## src/rtl/are_pkg.sv

```systemverilog
// Package for the ARP resolution engine: command and result codes, widths,
// register indexes and default parameter values. No dependencies.
package are_pkg;

  localparam int CacheEntriesDef   = 16;
  localparam int PendingEntriesDef = 8;
  localparam int QueueDepthDef     = 16;

  localparam int MacW = 48;
  localparam int IpW  = 32;
  localparam int TagW = 16;
  localparam int AgeW = 16;

  localparam logic [AgeW-1:0] TtlReset  = 16'd30000;
  localparam logic [AgeW-1:0] HoldReset = 16'd5000;
  localparam logic [MacW-1:0] BcastMac  = '1;

  typedef enum logic [1:0] {
    CMD_SEND = 2'd0,
    CMD_RECV = 2'd1,
    CMD_TICK = 2'd2,
    CMD_NONE = 2'd3
  } cmd_t;

  typedef enum logic [1:0] {
    KIND_IPV4  = 2'd0,
    KIND_REQ   = 2'd1,
    KIND_REPLY = 2'd2,
    KIND_DROP  = 2'd3
  } kind_t;

  typedef enum logic [1:0] {
    REG_OWN_MAC = 2'd0,
    REG_OWN_IP  = 2'd1,
    REG_TTL     = 2'd2,
    REG_HOLD    = 2'd3
  } reg_idx_t;

  typedef struct packed {
    logic [1:0]      cmd;
    logic [IpW-1:0]  ip_addr;
    logic [MacW-1:0] mac_addr;
    logic [MacW-1:0] dst_mac;
    logic [IpW-1:0]  target_ip;
    logic            is_request;
    logic            parse_ok;
    logic [TagW-1:0] dgram_tag;
    logic [AgeW-1:0] elapsed_ms;
  } in_item_t;

  typedef struct packed {
    kind_t           kind;
    logic [MacW-1:0] dest_mac;
    logic [IpW-1:0]  arp_target_ip;
    logic [TagW-1:0] out_tag;
    logic            last;
  } out_item_t;

  // Saturating age update, shared by both tables.
  function automatic logic [AgeW-1:0] age_add(input logic [AgeW-1:0] a,
                                              input logic [AgeW-1:0] d);
    logic [AgeW:0] s;
    s = {1'b0, a} + {1'b0, d};
    age_add = s[AgeW] ? '1 : s[AgeW-1:0];
  endfunction

endpackage

```

## src/rtl/are_out_buf.sv

```systemverilog
// Two-entry result buffer between the sequencer and the output stream.
// Depends on are_pkg.
module are_out_buf (
  input  logic               clk,
  input  logic               rst,
  input  are_pkg::out_item_t push_item,
  input  logic               push,
  output logic               space,
  output are_pkg::out_item_t head,
  output logic               head_valid,
  input  logic               pop
);
  import are_pkg::*;

  out_item_t  slot [2];
  logic [1:0] count;
  logic       rd;
  logic       wr;
  logic       empty;

  assign space      = (count != 2'd2);
  assign empty      = (count == 2'd0);
  assign head_valid = !empty;
  assign head       = slot[rd];

  always_ff @(posedge clk) begin
    if (rst) begin
      count <= '0;
      rd    <= 1'b0;
      wr    <= 1'b0;
    end else begin
      if (push) begin
        slot[wr] <= push_item;
        wr       <= !wr;
      end
      if (pop) rd <= !rd;
      count <= count + {1'b0, push} - {1'b0, pop};
    end
  end
endmodule

```

## src/rtl/are_seq.sv

```systemverilog
// Sequencer: walks cache, pending table and queue one entry per cycle save
// buffer stalls; single shared compare and age unit. Depends on are_pkg.
module are_seq #(
  parameter int CACHE_ENTRIES   = are_pkg::CacheEntriesDef,
  parameter int PENDING_ENTRIES = are_pkg::PendingEntriesDef,
  parameter int QUEUE_DEPTH     = are_pkg::QueueDepthDef
) (
  input  logic                        clk,
  input  logic                        rst,
  input  logic                        start,
  input  are_pkg::in_item_t           item,
  output logic                        busy,
  input  logic [are_pkg::MacW-1:0]    own_mac,
  input  logic [are_pkg::IpW-1:0]     own_ip,
  input  logic [are_pkg::AgeW-1:0]    cache_ttl_ms,
  input  logic [are_pkg::AgeW-1:0]    request_hold_ms,
  output are_pkg::out_item_t          res,
  output logic                        res_push,
  input  logic                        res_space
);
  import are_pkg::*;

  localparam int CW = (CACHE_ENTRIES > 1) ? $clog2(CACHE_ENTRIES) : 1;
  localparam int PW = (PENDING_ENTRIES > 1) ? $clog2(PENDING_ENTRIES) : 1;
  localparam int QW = (QUEUE_DEPTH > 1) ? $clog2(QUEUE_DEPTH) : 1;
  localparam int NW = ((CW > PW) ? ((CW > QW) ? CW : QW) : ((PW > QW) ? PW : QW)) + 1;

  typedef enum logic [11:0] {
    S_IDLE   = 12'b000000000001,
    S_CSCAN  = 12'b000000000010,
    S_PSCAN  = 12'b000000000100,
    S_REQ    = 12'b000000001000,
    S_ENQ    = 12'b000000010000,
    S_LSCAN  = 12'b000000100000,
    S_LWRITE = 12'b000001000000,
    S_QREL   = 12'b000010000000,
    S_QFLUSH = 12'b000100000000,
    S_REPLY  = 12'b001000000000,
    S_PTICK  = 12'b010000000000,
    S_CTICK  = 12'b100000000000
  } state_t;

  state_t state, state_next;

  logic            c_valid [CACHE_ENTRIES];
  logic [IpW-1:0]  c_ip    [CACHE_ENTRIES];
  logic [MacW-1:0] c_mac   [CACHE_ENTRIES];
  logic [AgeW-1:0] c_age   [CACHE_ENTRIES];
  logic            p_valid [PENDING_ENTRIES];
  logic [IpW-1:0]  p_ip    [PENDING_ENTRIES];
  logic [AgeW-1:0] p_age   [PENDING_ENTRIES];
  logic            q_valid [QUEUE_DEPTH];
  logic [IpW-1:0]  q_ip    [QUEUE_DEPTH];
  logic [TagW-1:0] q_tag   [QUEUE_DEPTH];

  in_item_t        cur;
  logic [NW-1:0]   idx;
  logic [QW:0]     wptr;     // queue compaction write pointer
  logic [QW:0]     qcount;   // number of valid queue entries (prefix)
  logic            held;
  logic            free_found;
  logic [PW-1:0]   free_slot;
  logic            hit_found;
  logic [CW-1:0]   hit_slot;
  logic            empty_found;
  logic [CW-1:0]   empty_slot;
  logic [CW-1:0]   oldest;
  logic            rel_pend; // the queue entry at idx is released
  logic            q_stall;  // a released tag waits for buffer space
  // A released tag is held back until the next one is found, so that the
  // final release of the scan can carry the last flag.
  logic            hb_valid;
  logic [TagW-1:0] hb_tag;

  // Shared unit: one address compare and one saturating age add.
  logic [IpW-1:0]  cmp_a;
  logic            cmp_eq;
  logic [AgeW-1:0] age_in;
  logic [AgeW-1:0] age_out;
  logic [CW-1:0]   ci;
  logic [PW-1:0]   pi;
  logic [QW-1:0]   qi;

  assign ci = idx[CW-1:0];
  assign pi = idx[PW-1:0];
  assign qi = idx[QW-1:0];

  always_comb begin
    cmp_a  = c_ip[ci];
    age_in = c_age[ci];
    if (state == S_PSCAN || state == S_PTICK) begin
      cmp_a  = p_ip[pi];
      age_in = p_age[pi];
    end else if (state == S_QREL) begin
      cmp_a  = q_ip[qi];
    end
  end
  assign cmp_eq  = (cmp_a == cur.ip_addr);
  assign age_out = age_add(age_in, cur.elapsed_ms);

  logic frame_ok;
  assign frame_ok = ((cur.dst_mac == own_mac) || (cur.dst_mac == BcastMac)) && cur.parse_ok;
  logic reply_due;
  assign reply_due = cur.is_request && (cur.target_ip == own_ip);

  // The drop follows the request in the same item, so the request is only
  // last when the queue still has room.
  logic q_full;
  assign q_full = (qcount == (QW+1)'(QUEUE_DEPTH));

  assign rel_pend = (state == S_QREL) && cmp_eq;
  assign q_stall  = rel_pend && hb_valid && !res_space;

  assign busy = (state != S_IDLE);

  // Result formation.
  always_comb begin
    res      = '0;
    res_push = 1'b0;
    unique case (state)
      S_CSCAN: begin
        if (c_valid[ci] && cmp_eq && res_space) begin
          res.kind     = KIND_IPV4;
          res.dest_mac = c_mac[ci];
          res.out_tag  = cur.dgram_tag;
          res.last     = 1'b1;
          res_push     = 1'b1;
        end
      end
      S_REQ: begin
        res.kind          = KIND_REQ;
        res.dest_mac      = BcastMac;
        res.arp_target_ip = cur.ip_addr;
        res.last          = !q_full;
        res_push          = res_space;
      end
      S_ENQ: begin
        if (q_full) begin
          res.kind    = KIND_DROP;
          res.out_tag = cur.dgram_tag;
          res.last    = 1'b1;
          res_push    = res_space;
        end
      end
      S_QREL: begin
        if (rel_pend && hb_valid) begin
          res.kind     = KIND_IPV4;
          res.dest_mac = cur.mac_addr;
          res.out_tag  = hb_tag;
          res.last     = 1'b0;
          res_push     = res_space;
        end
      end
      S_QFLUSH: begin
        res.kind     = KIND_IPV4;
        res.dest_mac = cur.mac_addr;
        res.out_tag  = hb_tag;
        res.last     = !reply_due;
        res_push     = res_space;
      end
      S_REPLY: begin
        res.kind          = KIND_REPLY;
        res.dest_mac      = cur.mac_addr;
        res.arp_target_ip = cur.ip_addr;
        res.last          = 1'b1;
        res_push          = res_space;
      end
      default: ;
    endcase
  end

  always_comb begin
    state_next = state;
    unique case (state)
      S_IDLE: begin
        if (start) begin
          unique case (cmd_t'(item.cmd))
            CMD_SEND: state_next = S_CSCAN;
            CMD_RECV: state_next = S_LSCAN;
            CMD_TICK: state_next = S_PTICK;
            default:  state_next = S_IDLE;
          endcase
        end
      end
      S_CSCAN: begin
        if (c_valid[ci] && cmp_eq) begin
          if (res_space) state_next = S_IDLE;
        end else if (idx == NW'(CACHE_ENTRIES - 1)) begin
          state_next = S_PSCAN;
        end
      end
      S_PSCAN: begin
        if (idx == NW'(PENDING_ENTRIES - 1))
          state_next = (held || (p_valid[pi] && cmp_eq)) ? S_ENQ : S_REQ;
      end
      S_REQ:    if (res_space) state_next = S_ENQ;
      S_ENQ:    if (!q_full || res_space) state_next = S_IDLE;
      S_LSCAN: begin
        if (!frame_ok) state_next = S_IDLE;
        else if (idx == NW'(CACHE_ENTRIES - 1)) state_next = S_LWRITE;
      end
      S_LWRITE: state_next = (qcount == '0) ? (reply_due ? S_REPLY : S_IDLE) : S_QREL;
      S_QREL: begin
        if (!q_stall && idx == NW'(qcount) - 1'b1)
          state_next = (hb_valid || rel_pend) ? S_QFLUSH : (reply_due ? S_REPLY : S_IDLE);
      end
      S_QFLUSH: if (res_space) state_next = reply_due ? S_REPLY : S_IDLE;
      S_REPLY:  if (res_space) state_next = S_IDLE;
      S_PTICK:  if (idx == NW'(PENDING_ENTRIES - 1)) state_next = S_CTICK;
      S_CTICK:  if (idx == NW'(CACHE_ENTRIES - 1)) state_next = S_IDLE;
      default:  state_next = S_IDLE;
    endcase
  end

  always_ff @(posedge clk) begin
    if (rst) begin
      state <= S_IDLE;
      for (int i = 0; i < CACHE_ENTRIES; i++) c_valid[i] <= 1'b0;
      for (int i = 0; i < PENDING_ENTRIES; i++) p_valid[i] <= 1'b0;
      for (int i = 0; i < QUEUE_DEPTH; i++) q_valid[i] <= 1'b0;
      qcount   <= '0;
      idx      <= '0;
      hb_valid <= 1'b0;
    end else begin
      state <= state_next;
      unique case (state)
        S_IDLE: begin
          cur         <= item;
          idx         <= '0;
          held        <= 1'b0;
          free_found  <= 1'b0;
          free_slot   <= '0;
          hit_found   <= 1'b0;
          hit_slot    <= '0;
          empty_found <= 1'b0;
          empty_slot  <= '0;
          oldest      <= '0;
          wptr        <= '0;
          hb_valid    <= 1'b0;
          hb_tag      <= '0;
        end
        S_CSCAN: begin
          if (!(c_valid[ci] && cmp_eq) && idx == NW'(CACHE_ENTRIES - 1)) idx <= '0;
          else if (!(c_valid[ci] && cmp_eq)) idx <= idx + 1'b1;
        end
        S_PSCAN: begin
          if (p_valid[pi]) begin
            if (cmp_eq) held <= 1'b1;
          end else if (!free_found) begin
            free_found <= 1'b1;
            free_slot  <= pi;
          end
          if (idx == NW'(PENDING_ENTRIES - 1)) begin
            idx <= '0;
            if (!(held || (p_valid[pi] && cmp_eq))) begin
              if (free_found) begin
                p_valid[free_slot] <= 1'b1;
                p_ip[free_slot]    <= cur.ip_addr;
                p_age[free_slot]   <= '0;
              end else if (!p_valid[pi]) begin
                p_valid[pi] <= 1'b1;
                p_ip[pi]    <= cur.ip_addr;
                p_age[pi]   <= '0;
              end
            end
          end else begin
            idx <= idx + 1'b1;
          end
        end
        S_REQ: ;
        S_ENQ: begin
          if (!q_full) begin
            q_valid[qcount[QW-1:0]] <= 1'b1;
            q_ip[qcount[QW-1:0]]    <= cur.ip_addr;
            q_tag[qcount[QW-1:0]]   <= cur.dgram_tag;
            qcount                  <= qcount + 1'b1;
          end
        end
        S_LSCAN: begin
          if (c_valid[ci] && cmp_eq && !hit_found) begin
            hit_found <= 1'b1;
            hit_slot  <= ci;
          end
          if (!c_valid[ci] && !empty_found) begin
            empty_found <= 1'b1;
            empty_slot  <= ci;
          end
          if (c_age[ci] > c_age[oldest]) oldest <= ci;
          idx <= idx + 1'b1;
        end
        S_LWRITE: begin
          idx <= '0;
          if (hit_found) begin
            c_valid[hit_slot] <= 1'b1;
            c_mac[hit_slot]   <= cur.mac_addr;
            c_age[hit_slot]   <= '0;
          end else if (empty_found) begin
            c_valid[empty_slot] <= 1'b1;
            c_ip[empty_slot]    <= cur.ip_addr;
            c_mac[empty_slot]   <= cur.mac_addr;
            c_age[empty_slot]   <= '0;
          end else begin
            c_ip[oldest]  <= cur.ip_addr;
            c_mac[oldest] <= cur.mac_addr;
            c_age[oldest] <= '0;
          end
        end
        S_QREL: begin
          if (!q_stall) begin
            if (rel_pend) begin
              hb_valid <= 1'b1;
              hb_tag   <= q_tag[qi];
            end else begin
              q_ip[wptr[QW-1:0]]  <= q_ip[qi];
              q_tag[wptr[QW-1:0]] <= q_tag[qi];
              wptr                <= wptr + 1'b1;
            end
            if (idx == NW'(qcount) - 1'b1) begin
              for (int i = 0; i < QUEUE_DEPTH; i++)
                q_valid[i] <= ((QW+1)'(i) < (wptr + {{QW{1'b0}}, !rel_pend}));
              qcount <= wptr + {{QW{1'b0}}, !rel_pend};
            end else begin
              idx <= idx + 1'b1;
            end
          end
        end
        S_QFLUSH: ;
        S_REPLY: ;
        S_PTICK: begin
          if (p_valid[pi]) begin
            p_age[pi] <= age_out;
            if (age_out >= request_hold_ms) p_valid[pi] <= 1'b0;
          end
          idx <= (idx == NW'(PENDING_ENTRIES - 1)) ? '0 : idx + 1'b1;
        end
        S_CTICK: begin
          if (c_valid[ci]) begin
            c_age[ci] <= age_out;
            if (age_out >= cache_ttl_ms) c_valid[ci] <= 1'b0;
          end
          idx <= idx + 1'b1;
        end
        default: ;
      endcase
    end
  end
endmodule

```

## src/rtl/arp_resolution_engine_top.sv

```systemverilog
// ARP resolution engine. One item is handled at a time by a sequencer that
// visits one table entry per cycle unless the output buffer is full: a send
// walks the cache and, on a miss, the pending table, a received frame the
// cache and then the queue, a tick the pending table and then the cache, all
// through the single shared compare and age unit. Results leave through a
// two-entry buffer, so a stalled output holds the sequencer only when full.
// Depends on are_pkg, are_seq and are_out_buf.
module arp_resolution_engine_top #(
  parameter int CACHE_ENTRIES   = are_pkg::CacheEntriesDef,
  parameter int PENDING_ENTRIES = are_pkg::PendingEntriesDef,
  parameter int QUEUE_DEPTH     = are_pkg::QueueDepthDef
) (
  input  logic         clk,
  input  logic         rst,
  input  logic         s_axis_tvalid,
  output logic         s_axis_tready,
  // cmd
  input  logic [1:0]   s_axis_tuser,
  // ip_addr, mac_addr, dst_mac, target_ip, is_request, parse_ok,
  // dgram_tag, elapsed_ms; 194 bits used, 6 zero pad bits
  input  logic [199:0] s_axis_tdata,
  output logic         m_axis_tvalid,
  input  logic         m_axis_tready,
  // kind
  output logic [1:0]   m_axis_tuser,
  // dest_mac, arp_target_ip, out_tag
  output logic [95:0]  m_axis_tdata,
  output logic         m_axis_tlast,
  input  logic         cfg_we,
  input  logic [1:0]   cfg_index,
  input  logic [47:0]  cfg_data
);
  import are_pkg::*;

  logic [MacW-1:0] own_mac;
  logic [IpW-1:0]  own_ip;
  logic [AgeW-1:0] cache_ttl_ms;
  logic [AgeW-1:0] request_hold_ms;

  always_ff @(posedge clk) begin
    if (rst) begin
      own_mac         <= '0;
      own_ip          <= '0;
      cache_ttl_ms    <= TtlReset;
      request_hold_ms <= HoldReset;
    end else if (cfg_we) begin
      unique case (reg_idx_t'(cfg_index))
        REG_OWN_MAC: own_mac         <= cfg_data;
        REG_OWN_IP:  own_ip          <= cfg_data[IpW-1:0];
        REG_TTL:     cache_ttl_ms    <= cfg_data[AgeW-1:0];
        REG_HOLD:    request_hold_ms <= cfg_data[AgeW-1:0];
      endcase
    end
  end

  in_item_t item;
  assign item.cmd        = s_axis_tuser;
  assign item.ip_addr    = s_axis_tdata[31:0];
  assign item.mac_addr   = s_axis_tdata[79:32];
  assign item.dst_mac    = s_axis_tdata[127:80];
  assign item.target_ip  = s_axis_tdata[159:128];
  assign item.is_request = s_axis_tdata[160];
  assign item.parse_ok   = s_axis_tdata[161];
  assign item.dgram_tag  = s_axis_tdata[177:162];
  assign item.elapsed_ms = s_axis_tdata[193:178];

  logic      busy;
  logic      start;
  out_item_t res;
  logic      res_push;
  logic      space;
  out_item_t head;

  assign s_axis_tready = !busy;
  assign start         = s_axis_tvalid && !busy;

  are_seq #(
    .CACHE_ENTRIES  (CACHE_ENTRIES),
    .PENDING_ENTRIES(PENDING_ENTRIES),
    .QUEUE_DEPTH    (QUEUE_DEPTH)
  ) u_seq (
    .clk, .rst, .start, .item, .busy,
    .own_mac, .own_ip, .cache_ttl_ms, .request_hold_ms,
    .res, .res_push, .res_space(space)
  );

  are_out_buf u_buf (
    .clk, .rst,
    .push_item (res),
    .push      (res_push),
    .space,
    .head,
    .head_valid(m_axis_tvalid),
    .pop       (m_axis_tvalid && m_axis_tready)
  );

  assign m_axis_tuser = head.kind;
  assign m_axis_tdata = {head.out_tag, head.arp_target_ip, head.dest_mac};
  assign m_axis_tlast = head.last;
endmodule

```

## config.mk

```make
export PLATFORM = sky130hd
export DESIGN_NAME = arp_resolution_engine_top
export DESIGN_NICKNAME = d
export VERILOG_FILES = /design/src/rtl/are_pkg.sv /design/src/rtl/are_out_buf.sv /design/src/rtl/are_seq.sv /design/src/rtl/arp_resolution_engine_top.sv
export SDC_FILE = /design/constraint.sdc
export NUM_CORES = 2
export LEC_CHECK = 0
export BUFFER_PORTS_ARGS = -buffer_cell sky130_fd_sc_hd__buf_2
export CAP_MARGIN = 20
export CORE_MARGIN = 2
export CORE_UTILIZATION = 40
export DETAILED_ROUTE_END_ITERATION = 8
export MAX_ROUTING_LAYER = met4
export PLACE_DENSITY = 0.66
export SYNTH_ARGS = -nofsm -noshare
export SYNTH_HDL_FRONTEND = slang
export SYNTH_SLANG_ARGS = --single-unit
export TNS_END_PERCENT = 5
```

## constraint.sdc

```tcl
create_clock -name clk -period 14.8 [get_ports clk]
set_input_delay 2.96 -clock clk [delete_from_list [all_inputs] [get_ports clk]]
set_output_delay 2.96 -clock clk [all_outputs]
set_load 0.05 [all_outputs]
```

# [Yosys cells after proc, flatten, opt, wreduce, memory -nomap -nowiden]
# Memory sizes are Yosys's and may differ from the RTL's. A register that Yosys moved wholly into a read port is not among the register bits.
# Index checks and enable logic that the tools add are counted.
[classes] n_bitwise=3 n_eq_ne=51 muxes=202 magnitude_cmp=3 reduce_logical=79 add_sub_neg=8
[ops] cell="2-to-1 mux 32 bit" count=6
[ops] cell="2-to-1 mux 48 bit" count=4
[ops] cell="case mux 48 bit (4 select lines)" count=1
[ops] cell="2-to-1 mux 12 bit" count=15
[ops] cell="2-to-1 mux 16 bit" count=10
[ops] cell="case mux 12 bit (12 select lines)" count=1
[ops] cell="2-to-1 mux 4 bit" count=27
[ops] cell="OR reduction 32 bit" count=3
[ops] cell="OR reduction 48 bit" count=2
[ops] cell="2-to-1 mux 1 bit" count=92
[ops] cell="OR reduction 16 bit" count=5
[ops] cell="== test 32 bit" count=2
[ops] cell="case mux 16 bit (4 select lines)" count=1
[ops] cell="2-to-1 mux 5 bit" count=11
[ops] cell="2-to-1 mux 17 bit" count=3
[ops] cell="== test 48 bit" count=1
[ops] cell="== test 48 bit (second input constant)" count=1
[ops] cell="2-to-1 mux 3 bit" count=12
[ops] cell="case mux 11 bit (3 select lines)" count=1
[ops] cell="greater-or-equal comparator 16 bit" count=2
[ops] cell="case mux 16 bit (2 select lines)" count=1
[ops] cell="!= test 2 bit (second input constant)" count=13
[ops] cell="case mux 5 bit (5 select lines)" count=1
[ops] cell="case mux 4 bit (2 select lines)" count=3
[ops] cell="53 further kinds" count=128
[totals] ram_bits=2910 output_inout_bits=101 mem_count=10 elab_cells=385 regBits=373
[mem_list] memory="u_seq.c_mac" depth=16 word_bits=48 rd=1 rd_clocked_by_memory_dff=1 wr=1 line="are_seq.sv:47" text="logic [MacW-1:0] c_mac [CACHE_ENTRIES];"
[mem_list] memory="u_seq.c_ip" depth=16 word_bits=32 rd=1 rd_clocked_by_memory_dff=1 wr=1 line="are_seq.sv:46" text="logic [IpW-1:0] c_ip [CACHE_ENTRIES];"
[mem_list] memory="u_seq.q_ip" depth=16 word_bits=32 rd=1 rd_clocked_by_memory_dff=1 wr=1 line="are_seq.sv:53" text="logic [IpW-1:0] q_ip [QUEUE_DEPTH];"
[mem_list] memory="u_seq.c_age" depth=16 word_bits=16 rd=2 rd_clocked_by_memory_dff=2 wr=1 line="are_seq.sv:48" text="logic [AgeW-1:0] c_age [CACHE_ENTRIES];"
[mem_list] memory="u_seq.p_ip" depth=8 word_bits=32 rd=1 rd_clocked_by_memory_dff=1 wr=1 line="are_seq.sv:50" text="logic [IpW-1:0] p_ip [PENDING_ENTRIES];"
[mem_list] memory="u_seq.q_tag" depth=16 word_bits=16 rd=1 rd_clocked_by_memory_dff=1 wr=1 line="are_seq.sv:54" text="logic [TagW-1:0] q_tag [QUEUE_DEPTH];"
[mem_list] memory="4 more memories"

# [Longest topological paths before layout]
[logic_depth] depth_word=14 ltp_mapped=44 ltp_nobuf=33

# [Cells and area by module]
# From an unflattened synthesis, not the netlist that was laid out.
[unflattened] cells_unflattened=6672 area_unflattened_um2=133164.0
[by_module_without_submodules] module="are_seq" n_inst=1 cells_each=5910 seq_area_each_um2=89085.4 area_per_inst_um2=121177.5
[by_module_without_submodules] module="are_out_buf" n_inst=1 cells_each=329 seq_area_each_um2=6045.8 area_per_inst_um2=7392.1
[by_module_without_submodules] module="arp_resolution_engine_top" n_inst=1 cells_each=433 seq_area_each_um2=2242.2 area_per_inst_um2=4594.4

# [Least setup slack after synthesis]
# Ideal clock, no wire load.
[synth_timing] path_kind="in2reg" startpoint="input port rst" endpoint="register u_seq.cur[0] (netlist name), enable pin" path_slack_ps=2234 path_stages=5 setup_ps=752 arrival_ps=11814 n_path_buf=4 cell_sequence="clkbuf_1 clkbuf_1 clkbuf_1 clkbuf_1 nor2_1"
[synth_via] elab_chain_len=2
[synth_rtl] element="start: declaration" line="arp_resolution_engine_top.sv:14" text="input logic rst,"
[synth_rtl] element="inverter 1 bit (no line)"
[synth_rtl] element="AND reduction 2 bit (no line)"
[synth_rtl] element="end signal: assignment" line="are_seq.sv:228" text="cur <= item;"
[synth_rtl] element="end: declaration" line="are_seq.sv:56" text="in_item_t cur;"
# Every way passes these cells.
# A chain may end at the register's enable or synchronous reset.

==> results.txt <==
I/O Buffers - 351
I/O Pins - 358
Worst r2r src - u_seq.state[8]
Final wirelength - 338 mm
Area grow syn2layout - 14.3%
FILL cells - 27303
Fin util - 45.8%
Synth warn - 0
Place WS - 5.76 ns
Instance count of the mapped netlist - 6687
Async SR Flop Fraction - 0%
Crit. path cell count - 32
Final ANT Viol Nets - 0
Setup violations, final - 0
HPWL Detailed - 190 mm
Vias per cell - 5.75
Share of layout cells above drive strength 1 - 28.4%
Seq/Total Area, Yosys - 73.7%
Fin nets - 7574
Vias in the first global route - 69195
Initial DRC count - 7710
Worst hold path type - reg -> reg
Syn nets - 7018
DRC viols - 0
Crit Path Max Fanout - 24
Clk_lat worst skew - 0.95 ns
Synth unique cells - 94
Number of flops mapped to enable cells by yosys - 3144
Post-placement cell count - 11251
Grt total ovfl - 0
Final setup TNS - 0 ns
Worst Setup SP - u_seq.state[8]
H-tree Lvls - 5
Termination of the worst setup path - u_seq.p_valid[3]
Fmax - 0.109 GHz
Critical Path Source Type - flop
CTS Buf Count - 341
CP Capture Type - flop
CTS resizes - 0
Worst Min Path Start - request_hold_ms[2]
Reg-to-Reg End - u_seq.p_valid[3]
TritonCTS Sinks - 3292
Crit path kind - reg -> reg
Area of the mapped netlist - 0.132 mm²
Reg2Reg Setup Slack - 5.61 ns
Footprint of the multi-input gates - 0.0333 mm²
Clk slew on worst S/H paths - 0.06 ns
Chip Width - 579 µm
Slew Limit Headroom - 24.2%
Final Hold Vio Count - 0
RSZ-0062 raised after global routing - false
Synth Area per Inst - 19.8 µm²
Most frequent cells in the layout - edfxtp_1 (3144), mux4_2 (822), nand2_1 (394)
Most used cell, CP - a21o_1
Worst reg2reg path depth - 32
Worst Slack Setup Final - 5.61 ns
Worst Skew - 0.0731 ns
Total power per unit cell area - 154 mW/mm²
Core region area - 0.330 mm²
FF+latch area - 0.0974 mm²
Max_cap viols - 0
Die height - 579 µm
Outcome - complete, no violations
Initial antenna violation count - 17
Setup bufs post-CTS - 0
Fin. max-slew vios - 0
Worst hold stages - 2
DRT Pass-1 Iters - 6
Final std cells w/o fill - 11891
Vias - 68374
Crit path time final - 9.19 ns
Clock buffer depth - 4
#FFs+latches synth - 3292
Crit path buf inv count - 2
Arr. time, crit path - 9.84 ns
Required time of the critical path - 15.46 ns
Most used flip-flop cell after synthesis - edfxtp_1
Placer Congestion - 0.868
CTS tree - done
Hold_buf cts - 0
Part of the cycle the worst path needs - 62.1%
Max VDD drop - 0.000121 V
Critical Path Max Stage Delay - 0.70 ns
Avg WL per Cell - 28.5 µm
Initial core utilization - 40.1%
Dominant delay contributor by cell family on the critical path - compound AO/OA/AOI/OAI gates
Commonest non-fill, non-tap cell in the layout - edfxtp_1
Largest net degree at the start of global routing - 126
Die ar. - 0.335 mm²
Slowest stage cell, crit path - inv_1
P_leak - 48.0 nW
First-pass GRT wire length - 485 mm
Slew @ Worst Pin - 1.14 ns
GRT Total Usage - 20.4%
Row count - 211
Root Buffer - clkbuf_16
tightest hold or removal path, stage by stage (launching register included):
cell and delay [ns]:
dfxtp_1 0.31, nand2_1 0.05, a21oi_1 0.05
cell type report:
cell class	count	share of cell area [%]
diodes	19	0.0315
flip-flops and latches	3292	64.5
clock inverters	178	1.21
clock buffers	428	5.98
well taps	4366	3.62
multi-input cells	2918	22.0
inverters	118	0.298
repair buffers	572	2.37
Yosys cell counts, types with 14 or more instances:
cell type / instances / area share, %
and3_1: 14 / 0.066
xor2_1: 71 / 0.47
nand2b_1: 21 / 0.099
buf_2: 61 / 0.23
buf_6: 24 / 0.20
inv_1: 116 / 0.33
a22o_1: 32 / 0.21
clkbuf_1: 209 / 0.59
a22oi_1: 28 / 0.16
nor2b_1: 40 / 0.19
o21a_1: 16 / 0.091
nand4_1: 35 / 0.17
buf_1: 49 / 0.14
o221ai_1: 14 / 0.093
mux4_2: 822 / 14
xnor2_1: 61 / 0.40
a21o_1: 34 / 0.19
and2_1: 66 / 0.31
nor3_1: 25 / 0.095
mux2_2: 157 / 1.3
a211oi_1: 26 / 0.15
o22ai_1: 26 / 0.12
dfxtp_1: 148 / 2.2
nor4_1: 33 / 0.16
nand2_1: 395 / 1.1
o211ai_1: 22 / 0.12
a221o_1: 55 / 0.42
nand3_1: 45 / 0.17
a21oi_1: 206 / 0.78
mux2i_1: 106 / 0.80
edfxtp_1: 3144 / 71
ha_1: 73 / 0.69
a31oi_1: 19 / 0.090
nor2_1: 201 / 0.57
buf_4: 14 / 0.080
o21ai_0: 96 / 0.36
worst min-delay path by stage:
stage	slack, ns	end
after global routing	0.48	own_mac[34]
after CTS	0.46	cache_ttl_ms[11]
after floorplan	0.44	cache_ttl_ms[11]
after global placement	0.45	cache_ttl_ms[1]
after detailed placement	0.45	cache_ttl_ms[11]
final	0.46	request_hold_ms[2]
metrics by stage:
| step | hold WS (ns) | total power [mW] | instance area (µm²) |
|---|---|---|---|
| 5_1_grt | 0.481 | 24.1 | 151000 |
| 3_3_place_gp | 0.447 | 15.0 | 140000 |
| 3_5_place_dp | 0.451 | 15.1 | 140000 |
| 2_1_floorplan | 0.436 | 14.0 | 132000 |
| 4_1_cts | 0.461 | 23.5 | 151000 |
| 6_report | 0.460 | 23.3 | 151000 |
sequential cells by signal, indices dropped and copies added (netlist names), 12 cells and up, named ones only:
| name | cells |
|---|---|
| u_seq.c_mac | 768 |
| u_seq.c_ip | 512 |
| u_seq.q_ip | 512 |
| u_seq.c_age | 256 |
| u_seq.p_ip | 256 |
| u_seq.q_tag | 256 |
| u_buf.slot | 198 |
| u_seq.cur | 194 |
| u_seq.p_age | 128 |
| own_mac | 48 |
| own_ip | 32 |
| cache_ttl_ms | 16 |
| request_hold_ms | 16 |
| u_seq.c_valid | 16 |
| u_seq.hb_tag | 16 |
| u_seq.state | 12 |
power breakdown:
| part | switching (mW) | internal (mW) | leakage, nW | total [mW] |
|---|---|---|---|---|
| logic | 2.19 | 1.53 | 12.9 | 3.72 |
| registers | 0.367 | 10.8 | 29.9 | 11.2 |
| clock network | 3.59 | 4.80 | 5.25 | 8.39 |
| total | 6.15 | 17.2 | 48.0 | 23.3 |
logic make-up after synthesis:
group / synth area share (%)
xor gates and xnor gates: 0.875
buffers and inverters: 1.61
muxes: 16.3
adders and majority gates: 0.706
and+or+nand+nor: 3.41
AOI/OAI and AO/OA: 3.48
DFF: 73.7
per-layer routing:
metal	wire length, µm	vias up	global-route usage [%]
met3	27900	536	3.37
met2	165000	3038	32.8
li1	-	28568	-
met1	136000	36232	27.1
met4	9020	0	5.62
met5	0	-	-
(Power assumes the default switching activity.)
